$ cat src/rtl/core/ssf_pkg.sv
package ssf_pkg;

    localparam int COORD_W   = 32;
    localparam int FRAC_BITS = 16;
    localparam int ACC_W     = 48;
    localparam int CFG_W     = 31;
    localparam int CFG_IDX_W = 3;

    // shared divider: dividend up to (120000 * 2^31) << 2*FRAC_BITS
    localparam int DIV_NUM_W = 80;
    localparam int DIV_DEN_W = 64;
    localparam int DIV_Q_W   = 63;
    localparam int DIV_CNT_W = $clog2(DIV_NUM_W);
    localparam int ROOT_W    = 32;
    localparam int ROOT_IN_W = 64;

    localparam int FIFO_DEPTH_DEF = 4;

    localparam logic [31:0] ATTRACT_GAIN = 32'd120000;
    localparam logic signed [63:0] W_ATTRACT = 64'sd150;
    localparam logic signed [63:0] W_AVOID   = 64'sd200;

    localparam logic [CFG_IDX_W-1:0] REG_AVOID_RADIUS    = 3'd0;
    localparam logic [CFG_IDX_W-1:0] REG_ALIGN_RADIUS    = 3'd1;
    localparam logic [CFG_IDX_W-1:0] REG_APPROACH_RADIUS = 3'd2;
    localparam logic [CFG_IDX_W-1:0] REG_CRUISE_SPEED    = 3'd3;
    localparam logic [CFG_IDX_W-1:0] REG_AVOID_ENABLE    = 3'd4;

    localparam logic [CFG_W-1:0] AVOID_RADIUS_RST    = 31'd65536;
    localparam logic [CFG_W-1:0] ALIGN_RADIUS_RST    = 31'd262144;
    localparam logic [CFG_W-1:0] APPROACH_RADIUS_RST = 31'd393216;
    localparam logic [CFG_W-1:0] CRUISE_SPEED_RST    = 31'd3276800;

    localparam logic [ACC_W-1:0] ACC_MAX = {1'b0, {(ACC_W-1){1'b1}}};
    localparam logic [ACC_W-1:0] ACC_MIN = {1'b1, {(ACC_W-2){1'b0}}, 1'b1};
    localparam logic signed [65:0] ACC_MAX_S = $signed({{(66-ACC_W){1'b0}}, ACC_MAX});
    localparam logic signed [65:0] ACC_MIN_S = -ACC_MAX_S;

    typedef struct packed {
        logic                      mode;
        logic signed [COORD_W-1:0] pos_x;
        logic signed [COORD_W-1:0] pos_y;
        logic signed [COORD_W-1:0] pos_z;
        logic signed [COORD_W-1:0] vel_x;
        logic signed [COORD_W-1:0] vel_y;
        logic signed [COORD_W-1:0] vel_z;
        logic signed [COORD_W-1:0] goal_x;
        logic signed [COORD_W-1:0] goal_y;
        logic signed [COORD_W-1:0] goal_z;
        logic                      last;
    } item_t;

    typedef struct packed {
        logic signed [31:0] out_vel_x;
        logic signed [31:0] out_vel_y;
        logic signed [31:0] out_vel_z;
        logic               saturated;
    } result_t;

    typedef struct packed {
        logic [CFG_W-1:0] avoid_radius;
        logic [CFG_W-1:0] align_radius;
        logic [CFG_W-1:0] approach_radius;
        logic [CFG_W-1:0] cruise_speed;
        logic             avoidance_enable;
    } cfg_t;

    typedef struct packed {
        logic                 start;
        logic [DIV_NUM_W-1:0] dividend;
        logic [DIV_DEN_W-1:0] divisor;
    } div_req_t;

    typedef struct packed {
        logic               done;
        logic [DIV_Q_W-1:0] quotient;
        logic               over;
    } div_rsp_t;

    typedef struct packed {
        logic                 start;
        logic [ROOT_IN_W-1:0] radicand;
    } sqrt_req_t;

    typedef struct packed {
        logic              done;
        logic [ROOT_W-1:0] root;
    } sqrt_rsp_t;

    // a + b clamped to +-ACC_MAX, msb of the result flags the clamp
    function automatic logic [ACC_W:0] sat_acc(input logic signed [ACC_W-1:0] a,
                                               input logic signed [63:0] b);
        logic signed [65:0] s;
        s = $signed({{(66-ACC_W){a[ACC_W-1]}}, a}) + $signed({{2{b[63]}}, b});
        if (s > ACC_MAX_S)
            return {1'b1, ACC_MAX};
        else if (s < ACC_MIN_S)
            return {1'b1, ACC_MIN};
        else
            return {1'b0, s[ACC_W-1:0]};
    endfunction

endpackage

$ cat src/rtl/core/ssf_front.sv
module ssf_front
    import ssf_pkg::*;
#(
    parameter int DEPTH = FIFO_DEPTH_DEF
) (
    input  logic  clk,
    input  logic  rst_n,
    input  logic  push,
    output logic  full,
    input  item_t item_in,
    output logic  item_valid,
    output item_t item_out,
    input  logic  item_take
);

    localparam int AW = (DEPTH > 1) ? $clog2(DEPTH) : 1;
    localparam int CW = $clog2(DEPTH + 1);
    localparam logic [AW-1:0] LAST_PTR = AW'(DEPTH - 1);
    localparam logic [CW-1:0] DEPTH_CNT = CW'(DEPTH);

    item_t mem [DEPTH];
    logic [AW-1:0] wr_ptr_reg, rd_ptr_reg;
    logic [CW-1:0] count_reg;
    item_t         head_reg;
    logic          head_valid_reg;
    logic          do_push, do_pop, do_load;

    assign full       = (count_reg == DEPTH_CNT);
    assign item_valid = head_valid_reg;
    assign item_out   = head_reg;
    assign do_push    = push && !full;
    assign do_pop     = item_take && head_valid_reg;
    // head register holds the oldest transaction, refilled from the array
    assign do_load    = (count_reg != '0) && (!head_valid_reg || do_pop);

    always_ff @(posedge clk)
    begin
        if (do_push)
            mem[wr_ptr_reg] <= item_in;
        if (do_load)
            head_reg <= mem[rd_ptr_reg];
    end

    always_ff @(posedge clk or negedge rst_n)
    begin
        if (!rst_n)
        begin
            wr_ptr_reg     <= '0;
            rd_ptr_reg     <= '0;
            count_reg      <= '0;
            head_valid_reg <= 1'b0;
        end
        else
        begin
            if (do_push)
                wr_ptr_reg <= (wr_ptr_reg == LAST_PTR) ? '0 : wr_ptr_reg + 1'b1;
            if (do_load)
                rd_ptr_reg <= (rd_ptr_reg == LAST_PTR) ? '0 : rd_ptr_reg + 1'b1;
            if (do_push && !do_load)
                count_reg <= count_reg + 1'b1;
            else if (do_load && !do_push)
                count_reg <= count_reg - 1'b1;
            if (do_load)
                head_valid_reg <= 1'b1;
            else if (do_pop)
                head_valid_reg <= 1'b0;
        end
    end

endmodule

$ cat config.mk
export PLATFORM = sky130hd
export DESIGN_NAME = ssf_front
export DESIGN_NICKNAME = d
export VERILOG_FILES = /design/src/rtl/core/ssf_pkg.sv /design/src/rtl/core/ssf_front.sv
export SDC_FILE = /design/constraint.sdc
export NUM_CORES = 1
export LEC_CHECK = 0
export BUFFER_PORTS_ARGS = -buffer_cell sky130_fd_sc_hd__buf_2
export CAP_MARGIN = 20
export CORE_MARGIN = 5
export CORE_UTILIZATION = 38
export CTS_CLUSTER_SIZE = 30
export DETAILED_ROUTE_END_ITERATION = 7
export SYNTH_ARGS = -nofsm -noshare
export SYNTH_HDL_FRONTEND = slang
export SYNTH_SLANG_ARGS = --single-unit
$ cat constraint.sdc
create_clock -name clk -period 17.7 [get_ports clk]
set_input_delay 0.885 -clock clk [delete_from_list [all_inputs] [get_ports clk]]
set_output_delay 0.885 -clock clk [all_outputs]
set_load 0.01 [all_outputs]
==> summary.md <==
| Metric | Value |
|---|---|
| Hold Path End | `mem[2][38]` |
| Arr. time, crit path | `4.71 ns` |
| Fillers | `11110` |
| M2 GR Usage | `24.02%` |
| Final wirelength | `106.7 mm` |
| Worst stage delay on the critical path | `1.05 ns` |
| CP max FO | `48` |
| Dpl cells | `4164` |
| GPL Wtd Cong | `0.7510` |
| Worst Path Required | `18.18 ns` |
| Switching power total | `2.911 mW` |
| Dpl ws | `12.97 ns` |
| Buf/Inv on CP | `4` |
| Sequential share of power | `49.8%` |
| Final Critical Period | `4.235 ns` |
| Starting Density | `38.37%` |
| Cell mode on critical path | `buf_4` |
| Fin cells | `4463` |
| Later-pin clock latency in the skew report | `0.76 ns` |
| Post-synth top area cell | `edfxtp_1` |
| Area share of the largest cell type after synthesis | `84.81%` |
| Post-DRT Antenna Nets | `0` |
| Post-Syn Nets | `2148` |
| Pwr dens | `174.1 mW/mm2` |
| # clock sinks | `1458` |
| Lkg Pwr | `20.32 nW` |
| Post-CTS Setup Repair Bufs | `0` |
| Final Util | `45.51%` |
| GRT Residual Overflow | `0` |
| Worst-Margin Slew | `1.110 ns` |
| Final HPWL DP | `65.64 mm` |
| P_int | `7.689 mW` |
| Clk_skew | `0.02522 ns` |
| Synth cell types | `22` |
| Final Worst Setup Slack | `13.46 ns` |
| Synthesized area | `0.05134 mm2` |
| Initial antenna violation count | `56` |
| Routed via count | `21800` |
| RR Startpoint | `rd_ptr_reg[0]` |
| Clock Path Buffers | `3` |
| Vias in the first global route | `23590` |
| Total negative slack | `0 ns` |
| Reg2Reg Setup Slack | `13.46 ns` |
| GRT busiest layer | `met2` |
| CP Capture Type | `flip-flop` |
| Syn Area/Cell | `27.80 um2` |
| Reg2Reg Depth | `5` |
| Relative slew slack | `26.02%` |
| RSZ-0062 raised after global routing | `no` |
| Inserted Clock Buffers | `149` |
| Status | `finished, final reports clean` |
| Met1 Use GR | `18.39%` |
| Die height | `377.6 um` |
| Core Box Area | `0.1338 mm2` |
| Slowest-stage cell, CP | `dfrtp_4` |
| Sw frac | `27.46%` |
| Logic pwr share | `21.5%` |
| Synth area leaders | `edfxtp_1 85%, mux4_2 13%, buf_12 1.2%` |
| Total GRT Usage | `14.85%` |
| Die area | `0.1426 mm2` |
| Max FFs per register | `1160` |
| Largest net degree at the start of global routing | `127` |
| Max VDD drop | `0.1842 mV` |
| Layout cells sized above 1 | `42.21%` |
| Crit-path cells | `buf_4 -> buf_4 -> buf_4 -> buf_16 -> mux4_2` |
| # H-tree levels | `4` |
| Hold crit path type | `in2reg` |
| DRC Markers | `0` |
| Cell row count | `134` |
| Hold path cells | `1` |
| Crit path max-delay family | `buffers and inverters` |
| Hold Fails Final Rpt | `0` |
| Clock power frac | `28.7%` |
| Port Buf Inserts | `585` |
| Wire per inst | `23.92 um` |
| Number of max-cap violations | `0` |
| Area Overhead vs Synth | `18.59%` |
| Fin. max-slew vios | `0` |
| Startpoint types | `flip-flop` |
| CTS tree | `yes` |
| Register area share after synthesis | `85.20%` |
| Seq cells post-synth | `1458` |
| Crit Reg-Reg Endpoint | `item_out[107]` |
| Initial DRT Pass Iterations | `5` |
| Hold slack | `0.3338 ns` |
| Min-Delay Startpoint | `item_in[38]` |
| Multi-input logic area | `0.006800 mm2` |
| DIE WIDTH | `377.6 um` |
| Number of vias per cell | `4.883` |
| Fmax | `0.2361 GHz` |
| Post-Synthesis Cells | `1847` |
| Kind of critical path | `reg2reg` |
| First-pass GRT wire length | `156.3 mm` |
| Nets@finish | `2851` |
| Yosys warning count | `0` |
| Met3 Usage GRT | `5.829%` |
| Final cycle utilization of the critical path | `23.93%` |
| Initial drt markers | `1648` |
| CTS clk-pin slew, worst paths | `0.06 ns` |
| Clk Tree Root Cell | `clkbuf_16` |
| Sequential cell area | `0.04375 mm2` |
| Top Ports | `586` |
| Final setup viols | `0` |
worst register-to-register path, cell delays in order (launching register included):
cell and delay (ns):
dfrtp_4 1.05, buf_4 0.75, buf_4 0.86, buf_4 0.37, buf_16 0.34, mux4_2 0.58
worst max path at each step:
| stage | startpoint | end | slack [ns] | cells past startpoint |
|---|---|---|---|---|
| 2_1_floorplan | item_take | rd_ptr_reg[0] | 0.77 | 3 |
| 3_3_place_gp | rd_ptr_reg[0] | item_out[178] | 13.03 | 4 |
| 3_5_place_dp | rd_ptr_reg[0] | item_out[187] | 12.97 | 4 |
| 4_1_cts | rd_ptr_reg[0] | item_out[187] | 12.95 | 4 |
| 5_1_grt | rd_ptr_reg[0] | item_out[107] | 12.98 | 5 |
| 6_report | rd_ptr_reg[0] | item_out[107] | 13.46 | 5 |
cells in the final DEF (no fill, tap or decap), types with 3 or more instances in the layout:
cell type and count:
clkbuf_1 35, and2_4 4, buf_2 585, inv_16 4
nor2_1 3, clkinvlp_4 6, inv_1 6, mux2_2 5
mux4_2 290, diode_2 25, buf_4 28, edfxtp_1 1450
bufinv_16 11, clkinv_8 5, ha_1 6, dfrtp_1 6
clkinv_1 29, clkbuf_16 152, clkinv_2 23
synth_stat cells:
cell      count
edfxtp_1   1450
mux4_2      290
buf_12       30
buf_2        29
dfrtp_1       8
ha_1          6
inv_1         6
mux2_2        5
and2_1        4
clkbuf_1      4
nor2_1        3
xor2_1        2
a21oi_1       1
buf_4         1
buf_6         1
buf_8         1
fa_1          1
nor2b_1       1
nor3_1        1
nor3b_2       1
o21ai_0       1
xnor2_1       1
kinds of logic (layout without fill, tap and decap cells):
group | after synthesis | count (layout) | synth area share (%)
buffers and inverters | 72 | 895 | 1.591
and+or+nand+nor | 10 | 10 | 0.1170
adders and majority gates | 7 | 7 | 0.1852
DFF | 1458 | 1458 | 85.20
other | 0 | 25 | 0
xor gates and xnor gates | 3 | 3 | 0.05119
muxes | 295 | 295 | 12.83
AOI/OAI and AO/OA | 2 | 2 | 0.01948
final cells by class:
class	instances	area share [%]
sequential	1458	71.86
antenna	25	0.1028
clock buffer	187	6.463
tap	1768	3.633
clock inverter	84	1.410
inverter	6	0.03699
multi-input combinational	317	11.17
timing repair buffer	618	5.327
metal layers:
| layer | vias to the layer above | wire (um) |
|---|---|---|
| met5 | - | 302 |
| met4 | 48 | 2698 |
| met3 | 201 | 9497 |
| met2 | 713 | 52910 |
| met1 | 11400 | 41340 |
| li1 | 9438 | - |
stage by stage:
step,cell area (um2),power (mW)
floorplan,51340,7.102
global placement,55960,7.633
detailed placement,55960,7.704
CTS,60770,10.78
global route,60840,11.10
finish,60880,10.60
power groups by stage:
stage	logic, mW	clock network, mW	registers, mW
4_1_cts	2.35	3.13	5.30
3_5_place_dp	2.34	0	5.36
6_report	2.28	3.04	5.28
3_3_place_gp	2.30	0	5.33
2_1_floorplan	1.47	0	5.63
5_1_grt	2.46	3.28	5.36
repair_timing:
| item | 4_1_cts | 5_1_grt |
|---|---|---|
| gates resized for setup | 0 | 0 |
| hold buffers | 1 | 0 |
| endpoints found under the hold margin | 8 | 0 |
Note: power is estimated with default switching activity, not from simulation.
